File: config.mk
export PLATFORM = sky130hd
export DESIGN_NAME = hsv_to_rgb_converter_core_flat
export DESIGN_NICKNAME = d
export VERILOG_FILES = /design/src/rtl/hsv2rgb_pkg.sv /design/src/rtl/hsv2rgb_in_if.sv /design/src/rtl/hsv2rgb_out_if.sv /design/src/rtl/hsv2rgb_hue_unit.sv /design/src/rtl/hsv2rgb_ramp_unit.sv /design/src/rtl/hsv2rgb_scale_unit.sv /design/src/rtl/hsv_to_rgb_converter_core.sv /design/src/flat_wrapper.sv
export VERILOG_INCLUDE_DIRS = /design/src /design/src/rtl
export SDC_FILE = /design/constraint.sdc
export NUM_CORES = 2
export LEC_CHECK = 0
export BUFFER_PORTS_ARGS = -buffer_cell sky130_fd_sc_hd__buf_2
export CORE_MARGIN = 1.5
export CORE_UTILIZATION = 35
export CTS_CLUSTER_DIAMETER = 100
export DETAILED_ROUTE_END_ITERATION = 12
export PLACE_DENSITY_LB_ADDON = 0.15
export SLEW_MARGIN = 20
export SYNTH_ARGS = -nofsm -noshare
export SYNTH_HDL_FRONTEND = slang
export SYNTH_SLANG_ARGS = --single-unit
File: constraint.sdc
create_clock -name clk -period 17.7 [get_ports clk]
set_clock_uncertainty 0.15 [all_clocks]
set_input_delay 0.885 -clock clk [delete_from_list [all_inputs] [get_ports clk]]
set_output_delay 0.885 -clock clk [all_outputs]
set_load 0.02 [all_outputs]
File: src/rtl/hsv_to_rgb_converter_core_defines.svh
// Assertion macros shared by the converter RTL.
`ifndef HSV_TO_RGB_CONVERTER_CORE_DEFINES_SVH
`define HSV_TO_RGB_CONVERTER_CORE_DEFINES_SVH

`ifndef SYNTHESIS
// Clocked assertion with explicit clock and reset.
`define HSV2RGB_ASSERT_CLK(label, clk_sig, rstn_sig, prop) \
    label: assert property (@(posedge clk_sig) disable iff (!rstn_sig) prop) \
        else $error("hsv2rgb assertion failed");
// Same check on the local clk and rst_n.
`define HSV2RGB_ASSERT(label, prop) \
    `HSV2RGB_ASSERT_CLK(label, clk, rst_n, prop)
`else
`define HSV2RGB_ASSERT_CLK(label, clk_sig, rstn_sig, prop)
`define HSV2RGB_ASSERT(label, prop)
`endif

`endif

File: src/rtl/hsv2rgb_pkg.sv
// Types and constants shared by the HSV to RGB converter.
`default_nettype none

package hsv2rgb_pkg;

    localparam int CH_W      = 8;
    localparam int HUE_W     = 16;
    localparam int SV_W      = 16;
    localparam int NUM_CH    = 3;
    localparam int REG_IDX_W = 2;
    localparam int NUM_SECT  = 6;
    localparam int SECT_W    = 3;

    localparam int HUE_SECTION = 256;
    localparam int HUE_LIMIT   = 1536;
    localparam int SAT_MAX     = 255;
    localparam int VAL_MAX     = 255;

    // Register indexes double as channel positions.
    localparam logic [REG_IDX_W-1:0] REG_RED_LIMIT   = 2'd0;
    localparam logic [REG_IDX_W-1:0] REG_GREEN_LIMIT = 2'd1;
    localparam logic [REG_IDX_W-1:0] REG_BLUE_LIMIT  = 2'd2;
    localparam int CH_RED   = 0;
    localparam int CH_GREEN = 1;
    localparam int CH_BLUE  = 2;

    localparam logic [CH_W-1:0] LIMIT_RESET = 8'hFF;

    localparam logic [SV_W-1:0]  SAT_MAX_V = SV_W'(SAT_MAX);
    localparam logic [SV_W-1:0]  VAL_MAX_V = SV_W'(VAL_MAX);
    localparam logic [HUE_W-1:0] HUE_LIM_V = HUE_W'(HUE_LIMIT);

    localparam int D_W = (HUE_SECTION > 1) ? $clog2(HUE_SECTION) : 1;

    // Exact floor division by a constant: (x * ceil(2^(N+l)/D)) >> (N+l).
    localparam int HUE_SHIFT   = HUE_W + $clog2(HUE_LIMIT);
    localparam int HUE_RECIP_W = HUE_W + 1;
    localparam int HUE_PROD_W  = HUE_W + HUE_RECIP_W;
    localparam logic [HUE_RECIP_W-1:0] HUE_RECIP = HUE_RECIP_W'(
        ((64'd1 << HUE_SHIFT) + 64'(HUE_LIMIT) - 64'd1) / 64'(HUE_LIMIT));

    localparam int RAMP_W       = D_W + CH_W;
    localparam int RAMP_SHIFT   = RAMP_W + $clog2(HUE_SECTION);
    localparam int RAMP_RECIP_W = RAMP_W + 1;
    localparam int RAMP_PROD_W  = RAMP_W + RAMP_RECIP_W;
    localparam logic [RAMP_RECIP_W-1:0] RAMP_RECIP = RAMP_RECIP_W'(
        ((64'd1 << RAMP_SHIFT) + 64'(HUE_SECTION) - 64'd1) / 64'(HUE_SECTION));

    localparam int MIX_W       = SV_W + CH_W;
    localparam int MIX_RECIP_W = MIX_W + 1;
    localparam int MIX_PROD_W  = MIX_W + MIX_RECIP_W;
    localparam int SAT_SHIFT   = MIX_W + $clog2(SAT_MAX);
    localparam logic [MIX_RECIP_W-1:0] SAT_RECIP = MIX_RECIP_W'(
        ((64'd1 << SAT_SHIFT) + 64'(SAT_MAX) - 64'd1) / 64'(SAT_MAX));
    localparam int VAL_SHIFT   = MIX_W + $clog2(VAL_MAX);
    localparam logic [MIX_RECIP_W-1:0] VAL_RECIP = MIX_RECIP_W'(
        ((64'd1 << VAL_SHIFT) + 64'(VAL_MAX) - 64'd1) / 64'(VAL_MAX));

    typedef enum logic [SECT_W-1:0] {
        SECT_RED_YEL,
        SECT_YEL_GRN,
        SECT_GRN_CYN,
        SECT_CYN_BLU,
        SECT_BLU_MAG,
        SECT_MAG_RED,
        SECT_BLACK
    } sect_t;

    typedef logic [CH_W-1:0] chan_t;
    typedef chan_t [NUM_CH-1:0] rgb_t;

    typedef struct packed {
        logic [SV_W-1:0] sat;
        logic [SV_W-1:0] val;
        logic [CH_W-1:0] alpha;
        logic            sat_full;
        logic            val_full;
    } side_t;

    typedef struct packed {
        logic [HUE_W-1:0] hue;
        logic [SV_W-1:0]  sat;
        logic [SV_W-1:0]  val;
        logic [CH_W-1:0]  alpha;
    } hsv_pix_t;

    typedef struct packed {
        sect_t          sect;
        logic [D_W-1:0] offs;
        side_t          side;
    } sect_pix_t;

    typedef struct packed {
        rgb_t  chan;
        side_t side;
    } chan_pix_t;

    typedef struct packed {
        rgb_t            chan;
        logic [CH_W-1:0] alpha;
    } rgb_pix_t;

endpackage

`default_nettype wire

File: src/rtl/hsv2rgb_in_if.sv
// Input stream interface: one HSV color with alpha per transfer.
`default_nettype none

interface hsv2rgb_in_if;
    logic        valid;
    logic        ready;
    logic [15:0] hue;
    logic [15:0] saturation;
    logic [15:0] brightness;
    logic [7:0]  alpha_in;

    modport source (output valid, output hue, output saturation, output brightness,
                    output alpha_in, input ready);
    modport sink   (input valid, input hue, input saturation, input brightness,
                    input alpha_in, output ready);
endinterface

`default_nettype wire

File: src/rtl/hsv2rgb_out_if.sv
// Output stream interface: one RGB color with alpha per transfer.
`default_nettype none

interface hsv2rgb_out_if;
    logic       valid;
    logic       ready;
    logic [7:0] red;
    logic [7:0] green;
    logic [7:0] blue;
    logic [7:0] alpha_out;

    modport source (output valid, output red, output green, output blue,
                    output alpha_out, input ready);
    modport sink   (input valid, input red, input green, input blue,
                    input alpha_out, output ready);
endinterface

`default_nettype wire

File: src/rtl/hsv2rgb_hue_unit.sv
// Hue reduction modulo the hue limit and section/offset split, four stages.
`default_nettype none

module hsv2rgb_hue_unit
    import hsv2rgb_pkg::*;
(
    input  logic      clk,
    input  logic      rst_n,
    input  logic      hsv_valid,
    output logic      hsv_ready,
    input  hsv_pix_t  hsv_pix,
    output logic      sect_valid,
    input  logic      sect_ready,
    output sect_pix_t sect_pix
);

    logic [3:0] vld_reg;
    logic [3:0] vld_next;
    logic [3:0] adv;

    logic [HUE_PROD_W-1:0] quo_prod_a_reg;
    logic [HUE_PROD_W-1:0] quo_prod_a_next;
    logic [HUE_W-1:0]      hue_a_reg;
    side_t                 side_a_reg;
    side_t                 side_a_next;

    logic [HUE_PROD_W-1:0] quo_shift;
    logic [HUE_W-1:0]      quo;
    logic [2*HUE_W-1:0]    qlim_full;
    logic [HUE_W-1:0]      qlim_b_reg;
    logic [HUE_W-1:0]      qlim_b_next;
    logic [HUE_W-1:0]      hue_b_reg;
    side_t                 side_b_reg;

    logic [HUE_W-1:0]      h_c_reg;
    logic [HUE_W-1:0]      h_c_next;
    side_t                 side_c_reg;

    logic [HUE_W-1:0]      base;
    logic [HUE_W-1:0]      offs_full;
    sect_t                 sect_d_reg;
    sect_t                 sect_d_next;
    logic [D_W-1:0]        offs_d_reg;
    logic [D_W-1:0]        offs_d_next;
    side_t                 side_d_reg;

    // A stage advances when it is empty or the next one advances.
    always_comb
    begin
        adv[3] = !vld_reg[3] || sect_ready;
        adv[2] = !vld_reg[2] || adv[3];
        adv[1] = !vld_reg[1] || adv[2];
        adv[0] = !vld_reg[0] || adv[1];
    end

    assign vld_next   = {vld_reg[2:0], hsv_valid};
    assign hsv_ready  = adv[0];
    assign sect_valid = vld_reg[3];

    always_ff @(posedge clk or negedge rst_n)
    begin
        if (!rst_n)
        begin
            vld_reg <= '0;
        end
        else
        begin
            vld_reg <= (vld_next & adv) | (vld_reg & ~adv);
        end
    end

    // Stage A: reciprocal multiply for the hue quotient, clamp flags.
    always_comb
    begin
        quo_prod_a_next      = hsv_pix.hue * HUE_RECIP;
        side_a_next.sat      = hsv_pix.sat;
        side_a_next.val      = hsv_pix.val;
        side_a_next.alpha    = hsv_pix.alpha;
        side_a_next.sat_full = (hsv_pix.sat >= SAT_MAX_V);
        side_a_next.val_full = (hsv_pix.val >= VAL_MAX_V);
    end

    // Stage B: quotient times the hue limit.
    always_comb
    begin
        quo_shift   = quo_prod_a_reg >> HUE_SHIFT;
        quo         = quo_shift[HUE_W-1:0];
        qlim_full   = quo * HUE_LIM_V;
        qlim_b_next = qlim_full[HUE_W-1:0];
    end

    // Stage C: remainder.
    assign h_c_next = hue_b_reg - qlim_b_reg;

    // Stage D: thresholds rise with k, so the last hit gives the section.
    always_comb
    begin
        sect_d_next = SECT_RED_YEL;
        base        = '0;
        for (int k = 1; k <= NUM_SECT; k++)
        begin
            if ({1'b0, h_c_reg} >= (HUE_W + 1)'(k * HUE_SECTION))
            begin
                sect_d_next = sect_t'(SECT_W'(k));
                base        = HUE_W'(k * HUE_SECTION);
            end
        end
        offs_full   = h_c_reg - base;
        offs_d_next = offs_full[D_W-1:0];
    end

    always_ff @(posedge clk)
    begin
        if (adv[0])
        begin
            quo_prod_a_reg <= quo_prod_a_next;
            hue_a_reg      <= hsv_pix.hue;
            side_a_reg     <= side_a_next;
        end
        if (adv[1])
        begin
            qlim_b_reg <= qlim_b_next;
            hue_b_reg  <= hue_a_reg;
            side_b_reg <= side_a_reg;
        end
        if (adv[2])
        begin
            h_c_reg    <= h_c_next;
            side_c_reg <= side_b_reg;
        end
        if (adv[3])
        begin
            sect_d_reg <= sect_d_next;
            offs_d_reg <= offs_d_next;
            side_d_reg <= side_c_reg;
        end
    end

    assign sect_pix.sect = sect_d_reg;
    assign sect_pix.offs = offs_d_reg;
    assign sect_pix.side = side_d_reg;

endmodule

`default_nettype wire

File: src/rtl/hsv2rgb_ramp_unit.sv
// Section ramp: offset times limit over the section length, three stages.
`default_nettype none

module hsv2rgb_ramp_unit
    import hsv2rgb_pkg::*;
(
    input  logic      clk,
    input  logic      rst_n,
    input  rgb_t      lim,
    input  logic      sect_valid,
    output logic      sect_ready,
    input  sect_pix_t sect_pix,
    output logic      chan_valid,
    input  logic      chan_ready,
    output chan_pix_t chan_pix
);

    logic [2:0] vld_reg;
    logic [2:0] vld_next;
    logic [2:0] adv;

    chan_t               lim_sel;
    logic [RAMP_W-1:0]   prod_a_reg;
    logic [RAMP_W-1:0]   prod_a_next;
    chan_t               lim_a_reg;
    sect_t               sect_a_reg;
    side_t               side_a_reg;

    logic [RAMP_PROD_W-1:0] ramp_prod;
    logic [RAMP_PROD_W-1:0] ramp_shift;
    chan_t               ramp_b_reg;
    chan_t               ramp_b_next;
    chan_t               lim_b_reg;
    sect_t               sect_b_reg;
    side_t               side_b_reg;

    chan_t               fall;
    rgb_t                chan_c_reg;
    rgb_t                chan_c_next;
    side_t               side_c_reg;

    always_comb
    begin
        adv[2] = !vld_reg[2] || chan_ready;
        adv[1] = !vld_reg[1] || adv[2];
        adv[0] = !vld_reg[0] || adv[1];
    end

    assign vld_next   = {vld_reg[1:0], sect_valid};
    assign sect_ready = adv[0];
    assign chan_valid = vld_reg[2];

    always_ff @(posedge clk or negedge rst_n)
    begin
        if (!rst_n)
        begin
            vld_reg <= '0;
        end
        else
        begin
            vld_reg <= (vld_next & adv) | (vld_reg & ~adv);
        end
    end

    // Stage A: pick the ramping channel's limit and scale the offset.
    always_comb
    begin
        case (sect_pix.sect)
            SECT_RED_YEL, SECT_CYN_BLU: lim_sel = lim[CH_GREEN];
            SECT_YEL_GRN, SECT_BLU_MAG: lim_sel = lim[CH_RED];
            SECT_GRN_CYN, SECT_MAG_RED: lim_sel = lim[CH_BLUE];
            default:                    lim_sel = '0;
        endcase
        prod_a_next = sect_pix.offs * lim_sel;
    end

    // Stage B: divide by the section length.
    always_comb
    begin
        ramp_prod   = prod_a_reg * RAMP_RECIP;
        ramp_shift  = ramp_prod >> RAMP_SHIFT;
        ramp_b_next = ramp_shift[CH_W-1:0];
    end

    // Stage C: in each color section one channel ramps, one sits at its limit, one at zero.
    always_comb
    begin
        fall        = lim_b_reg - ramp_b_reg;
        chan_c_next = '0;
        case (sect_b_reg)
            SECT_RED_YEL:
            begin
                chan_c_next[CH_RED]   = lim[CH_RED];
                chan_c_next[CH_GREEN] = ramp_b_reg;
            end
            SECT_YEL_GRN:
            begin
                chan_c_next[CH_RED]   = fall;
                chan_c_next[CH_GREEN] = lim[CH_GREEN];
            end
            SECT_GRN_CYN:
            begin
                chan_c_next[CH_GREEN] = lim[CH_GREEN];
                chan_c_next[CH_BLUE]  = ramp_b_reg;
            end
            SECT_CYN_BLU:
            begin
                chan_c_next[CH_GREEN] = fall;
                chan_c_next[CH_BLUE]  = lim[CH_BLUE];
            end
            SECT_BLU_MAG:
            begin
                chan_c_next[CH_RED]   = ramp_b_reg;
                chan_c_next[CH_BLUE]  = lim[CH_BLUE];
            end
            SECT_MAG_RED:
            begin
                chan_c_next[CH_RED]   = lim[CH_RED];
                chan_c_next[CH_BLUE]  = fall;
            end
            default:
            begin
                chan_c_next = '0;
            end
        endcase
    end

    always_ff @(posedge clk)
    begin
        if (adv[0])
        begin
            prod_a_reg <= prod_a_next;
            lim_a_reg  <= lim_sel;
            sect_a_reg <= sect_pix.sect;
            side_a_reg <= sect_pix.side;
        end
        if (adv[1])
        begin
            ramp_b_reg <= ramp_b_next;
            lim_b_reg  <= lim_a_reg;
            sect_b_reg <= sect_a_reg;
            side_b_reg <= side_a_reg;
        end
        if (adv[2])
        begin
            chan_c_reg <= chan_c_next;
            side_c_reg <= side_b_reg;
        end
    end

    assign chan_pix.chan = chan_c_reg;
    assign chan_pix.side = side_c_reg;

endmodule

`default_nettype wire

File: src/rtl/hsv2rgb_scale_unit.sv
// Saturation blend toward the limits, then value scaling, five stages.
`default_nettype none

module hsv2rgb_scale_unit
    import hsv2rgb_pkg::*;
(
    input  logic      clk,
    input  logic      rst_n,
    input  rgb_t      lim,
    input  logic      chan_valid,
    output logic      chan_ready,
    input  chan_pix_t chan_pix,
    output logic      rgb_valid,
    input  logic      rgb_ready,
    output rgb_pix_t  rgb_pix
);

    logic [4:0] vld_reg;
    logic [4:0] vld_next;
    logic [4:0] adv;

    rgb_t                              diff;
    logic [NUM_CH-1:0][MIX_W-1:0]      mix_a_reg;
    logic [NUM_CH-1:0][MIX_W-1:0]      mix_a_next;
    rgb_t                              chan_a_reg;
    side_t                             side_a_reg;

    logic [NUM_CH-1:0][MIX_PROD_W-1:0] sat_prod;
    logic [NUM_CH-1:0][MIX_PROD_W-1:0] sat_shift;
    rgb_t                              quo_b_reg;
    rgb_t                              quo_b_next;
    rgb_t                              chan_b_reg;
    side_t                             side_b_reg;

    rgb_t                              blend_c_reg;
    rgb_t                              blend_c_next;
    side_t                             side_c_reg;

    logic [NUM_CH-1:0][MIX_W-1:0]      scl_d_reg;
    logic [NUM_CH-1:0][MIX_W-1:0]      scl_d_next;
    rgb_t                              blend_d_reg;
    side_t                             side_d_reg;

    logic [NUM_CH-1:0][MIX_PROD_W-1:0] val_prod;
    logic [NUM_CH-1:0][MIX_PROD_W-1:0] val_shift;
    rgb_t                              out_e_reg;
    rgb_t                              out_e_next;
    logic [CH_W-1:0]                   alpha_e_reg;

    always_comb
    begin
        adv[4] = !vld_reg[4] || rgb_ready;
        adv[3] = !vld_reg[3] || adv[4];
        adv[2] = !vld_reg[2] || adv[3];
        adv[1] = !vld_reg[1] || adv[2];
        adv[0] = !vld_reg[0] || adv[1];
    end

    assign vld_next   = {vld_reg[3:0], chan_valid};
    assign chan_ready = adv[0];
    assign rgb_valid  = vld_reg[4];

    always_ff @(posedge clk or negedge rst_n)
    begin
        if (!rst_n)
        begin
            vld_reg <= '0;
        end
        else
        begin
            vld_reg <= (vld_next & adv) | (vld_reg & ~adv);
        end
    end

    always_comb
    begin
        for (int c = 0; c < NUM_CH; c++)
        begin
            // Stage A: distance to the limit times saturation.
            diff[c]       = lim[c] - chan_pix.chan[c];
            mix_a_next[c] = chan_pix.side.sat * diff[c];
            // Stage B: divide by the saturation maximum.
            sat_prod[c]   = mix_a_reg[c] * SAT_RECIP;
            sat_shift[c]  = sat_prod[c] >> SAT_SHIFT;
            quo_b_next[c] = sat_shift[c][CH_W-1:0];
            // Stage C: limit minus the quotient, or the channel itself at full saturation.
            blend_c_next[c] = side_b_reg.sat_full ? chan_b_reg[c] : lim[c] - quo_b_reg[c];
            // Stage D: times value.
            scl_d_next[c] = side_c_reg.val * blend_c_reg[c];
            // Stage E: divide by the value maximum, keep at full value.
            val_prod[c]   = scl_d_reg[c] * VAL_RECIP;
            val_shift[c]  = val_prod[c] >> VAL_SHIFT;
            out_e_next[c] = side_d_reg.val_full ? blend_d_reg[c] : val_shift[c][CH_W-1:0];
        end
    end

    always_ff @(posedge clk)
    begin
        if (adv[0])
        begin
            mix_a_reg  <= mix_a_next;
            chan_a_reg <= chan_pix.chan;
            side_a_reg <= chan_pix.side;
        end
        if (adv[1])
        begin
            quo_b_reg  <= quo_b_next;
            chan_b_reg <= chan_a_reg;
            side_b_reg <= side_a_reg;
        end
        if (adv[2])
        begin
            blend_c_reg <= blend_c_next;
            side_c_reg  <= side_b_reg;
        end
        if (adv[3])
        begin
            scl_d_reg   <= scl_d_next;
            blend_d_reg <= blend_c_reg;
            side_d_reg  <= side_c_reg;
        end
        if (adv[4])
        begin
            out_e_reg   <= out_e_next;
            alpha_e_reg <= side_d_reg.alpha;
        end
    end

    assign rgb_pix.chan  = out_e_reg;
    assign rgb_pix.alpha = alpha_e_reg;

endmodule

`default_nettype wire

File: src/rtl/hsv_to_rgb_converter_core.sv
// Top level of the HSV to RGB converter: limit registers and the pipeline.
`default_nettype none
`include "hsv_to_rgb_converter_core_defines.svh"

// Converts one HSV color with alpha into one RGB color per clock while the
// output is not stalled. The pipeline has twelve register stages: four for
// the hue remainder and section split, three for the ramp, five for the
// saturation blend and value scaling. The output stage is a register, and any
// empty stage lets a new item in while a finished one waits. Each division by
// a constant is an exact reciprocal multiply followed by a shift. The user is
// to write channel limits on the cfg port (0 red, 1 green, 2 blue; other
// indexes are ignored) only while no color is in flight; the block does not
// enforce this. Limits reset to full scale.

module hsv_to_rgb_converter_core
    import hsv2rgb_pkg::*;
(
    input  logic                 clk,
    input  logic                 rst_n,
    input  logic                 cfg_we,
    input  logic [REG_IDX_W-1:0] cfg_index,
    input  logic [CH_W-1:0]      cfg_data,
    hsv2rgb_in_if.sink           hsv,
    hsv2rgb_out_if.source        rgb
);

    rgb_t      lim_reg;
    rgb_t      lim_next;

    hsv_pix_t  hsv_pix;
    logic      sect_valid;
    logic      sect_ready;
    sect_pix_t sect_pix;
    logic      chan_valid;
    logic      chan_ready;
    chan_pix_t chan_pix;
    rgb_pix_t  rgb_pix;

    always_comb
    begin
        lim_next = lim_reg;
        if (cfg_we)
        begin
            case (cfg_index)
                REG_RED_LIMIT:   lim_next[CH_RED]   = cfg_data;
                REG_GREEN_LIMIT: lim_next[CH_GREEN] = cfg_data;
                REG_BLUE_LIMIT:  lim_next[CH_BLUE]  = cfg_data;
                default:         lim_next = lim_reg;
            endcase
        end
    end

    always_ff @(posedge clk or negedge rst_n)
    begin
        if (!rst_n)
        begin
            lim_reg <= {NUM_CH{LIMIT_RESET}};
        end
        else
        begin
            lim_reg <= lim_next;
        end
    end

    assign hsv_pix.hue   = hsv.hue;
    assign hsv_pix.sat   = hsv.saturation;
    assign hsv_pix.val   = hsv.brightness;
    assign hsv_pix.alpha = hsv.alpha_in;

    hsv2rgb_hue_unit u_hue (
        .clk        (clk),
        .rst_n      (rst_n),
        .hsv_valid  (hsv.valid),
        .hsv_ready  (hsv.ready),
        .hsv_pix    (hsv_pix),
        .sect_valid (sect_valid),
        .sect_ready (sect_ready),
        .sect_pix   (sect_pix)
    );

    hsv2rgb_ramp_unit u_ramp (
        .clk        (clk),
        .rst_n      (rst_n),
        .lim        (lim_reg),
        .sect_valid (sect_valid),
        .sect_ready (sect_ready),
        .sect_pix   (sect_pix),
        .chan_valid (chan_valid),
        .chan_ready (chan_ready),
        .chan_pix   (chan_pix)
    );

    hsv2rgb_scale_unit u_scale (
        .clk        (clk),
        .rst_n      (rst_n),
        .lim        (lim_reg),
        .chan_valid (chan_valid),
        .chan_ready (chan_ready),
        .chan_pix   (chan_pix),
        .rgb_valid  (rgb.valid),
        .rgb_ready  (rgb.ready),
        .rgb_pix    (rgb_pix)
    );

    assign rgb.red       = rgb_pix.chan[CH_RED];
    assign rgb.green     = rgb_pix.chan[CH_GREEN];
    assign rgb.blue      = rgb_pix.chan[CH_BLUE];
    assign rgb.alpha_out = rgb_pix.alpha;

    // An empty or draining output stage frees every stage behind it.
    `HSV2RGB_ASSERT(a_ready_when_drain, (!rgb.valid || rgb.ready) |-> hsv.ready)
    // The offset into a color section stays below the section length.
    `HSV2RGB_ASSERT(a_offs_in_section, sect_valid && (sect_pix.sect != SECT_BLACK) |-> (32'(sect_pix.offs) < HUE_SECTION))
    // Nothing leaves the pipeline right after reset.
    `HSV2RGB_ASSERT(a_empty_after_reset, $rose(rst_n) |-> !rgb.valid)

endmodule

`default_nettype wire
File: src/flat_wrapper.sv
// flat-port wrapper written by rule: the top's interface ports become plain ports
module hsv_to_rgb_converter_core_flat import hsv2rgb_pkg::*;
  (clk, rst_n, cfg_we, cfg_index, cfg_data, hsv_valid, hsv_hue, hsv_saturation, hsv_brightness, hsv_alpha_in, hsv_ready, rgb_valid, rgb_red, rgb_green, rgb_blue, rgb_alpha_out, rgb_ready);
  hsv2rgb_in_if hsv_i ();
  hsv2rgb_out_if rgb_i ();
  input  logic clk;
  input  logic rst_n;
  input  logic cfg_we;
  input  logic [REG_IDX_W-1:0] cfg_index;
  input  logic [CH_W-1:0] cfg_data;
  input wire logic [$bits(hsv_i.valid)-1:0] hsv_valid;
  input wire logic [$bits(hsv_i.hue)-1:0] hsv_hue;
  input wire logic [$bits(hsv_i.saturation)-1:0] hsv_saturation;
  input wire logic [$bits(hsv_i.brightness)-1:0] hsv_brightness;
  input wire logic [$bits(hsv_i.alpha_in)-1:0] hsv_alpha_in;
  output wire logic [$bits(hsv_i.ready)-1:0] hsv_ready;
  output wire logic [$bits(rgb_i.valid)-1:0] rgb_valid;
  output wire logic [$bits(rgb_i.red)-1:0] rgb_red;
  output wire logic [$bits(rgb_i.green)-1:0] rgb_green;
  output wire logic [$bits(rgb_i.blue)-1:0] rgb_blue;
  output wire logic [$bits(rgb_i.alpha_out)-1:0] rgb_alpha_out;
  input wire logic [$bits(rgb_i.ready)-1:0] rgb_ready;
  assign hsv_i.valid = hsv_valid;
  assign hsv_i.hue = hsv_hue;
  assign hsv_i.saturation = hsv_saturation;
  assign hsv_i.brightness = hsv_brightness;
  assign hsv_i.alpha_in = hsv_alpha_in;
  assign hsv_ready = hsv_i.ready;
  assign rgb_valid = rgb_i.valid;
  assign rgb_red = rgb_i.red;
  assign rgb_green = rgb_i.green;
  assign rgb_blue = rgb_i.blue;
  assign rgb_alpha_out = rgb_i.alpha_out;
  assign rgb_i.ready = rgb_ready;
  hsv_to_rgb_converter_core u_core (.clk(clk), .rst_n(rst_n), .cfg_we(cfg_we), .cfg_index(cfg_index), .cfg_data(cfg_data), .hsv(hsv_i), .rgb(rgb_i));
endmodule
==> load_flow_metrics.sql <==
INSERT INTO impl_metrics (metric_group, metric, value, unit) VALUES
('outcome', 'outcome', 'finished clean', ''),
('detailed_routing', 'met2WireLength', '83.0', 'mm'),
('clocking', 'htree_levels', '3', ''),
('setup_path', 'critical_path_buf_inv_count', '3', ''),
('final_layout', 'fillCellCount', '21200', ''),
('floorplan', 'fp.dieH', '471', 'µm'),
('logic_synthesis', 'post_synth_and_or_nand_nor_area_fraction', '9.46', '%'),
('timing', 'final_cycle_share', '40.5', '%'),
('grt', 'via_count_of_the_first_global_routing_pass', '49700', ''),
('timing', 'grt_setup_unrepaired', 'no', ''),
('logic_synthesis', 'syn_area_per_cell', '11.4', 'µm²'),
('logic_synthesis', 'synth_compound_area_share', '5.60', '%'),
('place', 'replace_congestion', '0.832', ''),
('logic_synthesis', 'post_synth_xor_area_fraction', '2.80', '%'),
('timing', 'report.final.setup_viol', '0', ''),
('setup_path', 'critical_path_peak_fanout', '16', ''),
('setup_path', 'critical_path_class', 'reg2reg', ''),
('setup_path', 'critical-path-slowest-cell', 'sky130_fd_sc_hd__dfstp_2', ''),
('final_layout', 'area.growth.synth_to_final', '9.92', '%'),
('timing', 'setup_total_negative_slack', '0', 'ns'),
('setup_path', 'startpoint_type_of_the_worst_setup_path', 'flip-flop', ''),
('logic_synthesis', 'synth_edf_count', '810', ''),
('setup_path', 'crit_family', 'compound AO/OA/AOI/OAI gates', ''),
('grt', 'grt_max_degree', '66', ''),
('clocking', 'worst_setup_hold_path_clk_slew', '0.06', 'ns'),
('detailed_routing', 'drt_iter0_drc', '2183', ''),
('place', 'post-dp-hpwl', '133', 'mm'),
('logic_synthesis', 'synth.cell_area', '0.0766', 'mm²'),
('timing', 'timing.fmax', '139', 'MHz'),
('detailed_routing', 'vias_per_cell', '4.75', ''),
('timing', 'final_period_minus_worst_setup_slack', '7.17', 'ns'),
('logic_synthesis', 'async_flop_share', '4.26', '%'),
('clocking', 'tritoncts_clock_tree', 'built', ''),
('logic_synthesis', 'dominant_combinational_cell_family_by_area_after_synthesis', 'adder cells', ''),
('detailed_routing', 'wl_met3', '4.24', 'mm'),
('final_layout', 'drive_above_1_share', '6.23', '%'),
('grt', 'globalRoute.totalOverflow', '0', ''),
('floorplan', 'die_w', '471', 'µm'),
('detailed_routing', 'vias', '46500', ''),
('timing', 'relSlewSlack', '24.8', '%'),
('floorplan', 'placeableCoreArea', '0.217', 'mm²'),
('setup_path', 'critical_path.max_stage_delay', '0.65', 'ns'),
('detailed_routing', 'routedWlPerCell', '17.5', 'µm'),
('logic_synthesis', 'synth_sequential_area_ratio', '33.0', '%'),
('detailed_routing', 'top_layer', 'met4', ''),
('logic_synthesis', 'syn_inst', '6714', ''),
('setup_path', 'required', '18.01', 'ns'),
('run', 'drv.max_cap_violation_count', '0', ''),
('clocking', 'cts_buffer_depth', '3', ''),
('setup_path', 'crit_arrival', '7.48', 'ns'),
('place', 'buffer_ports.inserted', '104', ''),
('clocking', 'tritoncts_num_sinks', '846', ''),
('timing', 'worst_slew_pin_slew', '1.13', 'ns'),
('floorplan', 'std_cell_rows', '171', ''),
('clocking', 'insertion_delay', '0.73', 'ns'),
('grt', 'grt_pass1_wl', '276', 'mm'),
('detailed_routing', 'drtAntennaViolNets', '0', ''),
('detailed_routing', 'routed_wirelength', '171', 'mm'),
('logic_synthesis', 'post_synth_num_cell_types', '86', ''),
('setup_path', 'critPathCaptureType', 'flip-flop', ''),
('clocking', 'post-cts-setup-buffer-count', '0', ''),
('floorplan', 'die_area', '0.222', 'mm²'),
('final_layout', 'finalNetCount', '9026', ''),
('logic_synthesis', 'syn-num-nets', '8891', ''),
('timing', 'final-max-slew-violation-count', '0', ''),
('logic_synthesis', 'post_synth_mux_area_share', '0.649', '%'),
('detailed_routing', 'met1Wirelength', '80.6', 'mm'),
('logic_synthesis', 'adder_and_majority_gate_portion_of_the_synthesized_area', '41.5', '%'),
('clocking', 'number_of_buffers_created_by_cts', '98', ''),
('logic_synthesis', 'synth-main-ff-cell', 'sky130_fd_sc_hd__edfxtp_1', ''),
('logic_synthesis', 'postSynthRegisterBits', '846', '');
-- cell usage after synthesis (all sizes together) (6+ instances only) --
master  number  area [µm²]
o22ai        9        62.6
nor3        52         260
dfrtp       12         300
o21ai      132         664
a211oi      25         193
buf          8        41.3
or2         14        87.6
nor2b       69         432
and3        28         175
edfxtp     810       24300
o21bai      26         195
a222oi      14         140
clkbuf     126         474
a31oi       13        96.3
nor2       162         608
a211o        7        61.3
a31o         6        52.6
dfstp       24         631
a21boi      12        90.1
o41ai        7        83.8
o31a         9        78.8
xnor2      184        1610
o21a        38         293
nand4       30         188
or3         18         113
inv       1288        4830
mux2        29         327
or4          6        45.0
and2       475        2970
o211ai      13         103
a221oi      10        93.8
mux2i       17         170
xor2        61         534
nand3       46         230
nand2b      51         319
o31ai       11        87.6
nor4         8        50.1
ha        1380       17300
a21oi      171         863
nand2      438        1640
fa         726       14500
a21o        88         661
-- metrics by stage --
step	cells	area [µm²]	worst slack [ns]	hold WS [ns]	util, %
3_3_place_gp	9601	80700	10.32	0.251	37.1
2_1_floorplan	6714	76600	9.52	0.250	-
5_1_grt	9787	84200	10.01	0.0812	38.7
4_1_cts	9785	84100	10.30	0.0541	38.7
6_report	9789	84200	10.53	0.0886	38.7
3_5_place_dp	9602	80700	10.33	0.255	37.1
-- routing by layer --
layer,track usage [%],vias up
met5,0,-
met4,3.20,0
met3,1.64,203
met2,27.4,528
met1,21.1,23300
li1,-,22600
-- area by class of cell --
cell class / count / area (µm²) / area share (%)
clock buffer: 125 / 2590 / 3.08
sequential: 846 / 25300 / 30.0
timing repair buffer: 169 / 1020 / 1.21
antenna: 3 / 7.51 / 0.00892
multi-input combinational: 4446 / 46100 / 54.7
clock inverter: 58 / 820 / 0.974
tap: 2854 / 3570 / 4.24
inverter: 1288 / 4840 / 5.75
-- cells by family after synthesis --
kind of cell,after synthesis
xor+xnor,245
fa+ha+maj,2106
compound gates,638
buf+inv,1422
simple gates,1411
mux,46
flops,846
-- worst reg2reg max path, cell delays in order (launching register included) --
cell	delay, ns
sky130_fd_sc_hd__dfstp_2	0.65
sky130_fd_sc_hd__ha_1	0.26
sky130_fd_sc_hd__nor2b_1	0.12
sky130_fd_sc_hd__o21ai_0	0.20
sky130_fd_sc_hd__a21boi_0	0.15
sky130_fd_sc_hd__o21a_1	0.19
sky130_fd_sc_hd__nor2_1	0.21
sky130_fd_sc_hd__o21bai_1	0.10
sky130_fd_sc_hd__a21oi_1	0.25
sky130_fd_sc_hd__xnor2_2	0.31
sky130_fd_sc_hd__nand2_1	0.15
sky130_fd_sc_hd__fa_1	0.47
sky130_fd_sc_hd__fa_1	0.49
sky130_fd_sc_hd__inv_1	0.05
sky130_fd_sc_hd__fa_1	0.48
sky130_fd_sc_hd__inv_1	0.05
sky130_fd_sc_hd__fa_1	0.47
sky130_fd_sc_hd__inv_1	0.04
sky130_fd_sc_hd__ha_1	0.32
sky130_fd_sc_hd__o21a_1	0.20
sky130_fd_sc_hd__o21a_1	0.17
sky130_fd_sc_hd__a41o_1	0.27
sky130_fd_sc_hd__o41ai_2	0.38
sky130_fd_sc_hd__o21ai_1	0.22
sky130_fd_sc_hd__a211o_1	0.29
sky130_fd_sc_hd__a21oi_1	0.18
sky130_fd_sc_hd__xnor2_1	0.08
-- worst paths after layout --
kind,endpoint,cells after the start,slack (ns),startpoint
setup / recovery,u_core.u_scale.mix_a_reg[46],26,10.53,u_core.lim_reg[9]
hold / removal,async pin,2,0.09,rst_n
setup reg to reg,u_core.u_scale.mix_a_reg[46],26,10.53,u_core.lim_reg[9]
hold reg to reg,u_core.u_ramp.sect_b_reg[1],0,0.24,u_core.u_ramp.sect_a_reg[1]
max in group asynchronous,u_core.lim_reg[5],2,16.86,rst_n
min in group clk,u_core.u_hue.side_a_reg[2],1,0.19,hsv_alpha_in[0]
-- cells in the final DEF, fill, tap and decap left out, types with 24 or more instances in the layout --
cell                        instances
sky130_fd_sc_hd__xnor2_1          179
sky130_fd_sc_hd__dfstp_2           24
sky130_fd_sc_hd__buf_4             64
sky130_fd_sc_hd__o21bai_1          26
sky130_fd_sc_hd__ha_1            1380
sky130_fd_sc_hd__xor2_1            60
sky130_fd_sc_hd__nor3_1            52
sky130_fd_sc_hd__and2_1           475
sky130_fd_sc_hd__o21ai_0          122
sky130_fd_sc_hd__buf_2            104
sky130_fd_sc_hd__fa_1             726
sky130_fd_sc_hd__mux2_2            29
sky130_fd_sc_hd__nand2b_1          51
sky130_fd_sc_hd__and3_1            28
sky130_fd_sc_hd__nand2_1          434
sky130_fd_sc_hd__a211oi_1          24
sky130_fd_sc_hd__o21a_1            37
sky130_fd_sc_hd__nor2_1           161
sky130_fd_sc_hd__a21o_1            88
sky130_fd_sc_hd__nor2b_1           69
sky130_fd_sc_hd__nand3_1           44
sky130_fd_sc_hd__edfxtp_1         810
sky130_fd_sc_hd__nand4_1           30
sky130_fd_sc_hd__a21oi_1          169
sky130_fd_sc_hd__clkbuf_16         98
sky130_fd_sc_hd__inv_1           1283
Power is not shown: default switching activity piles up to over one toggle a cycle in this logic, so the estimate is an artifact.
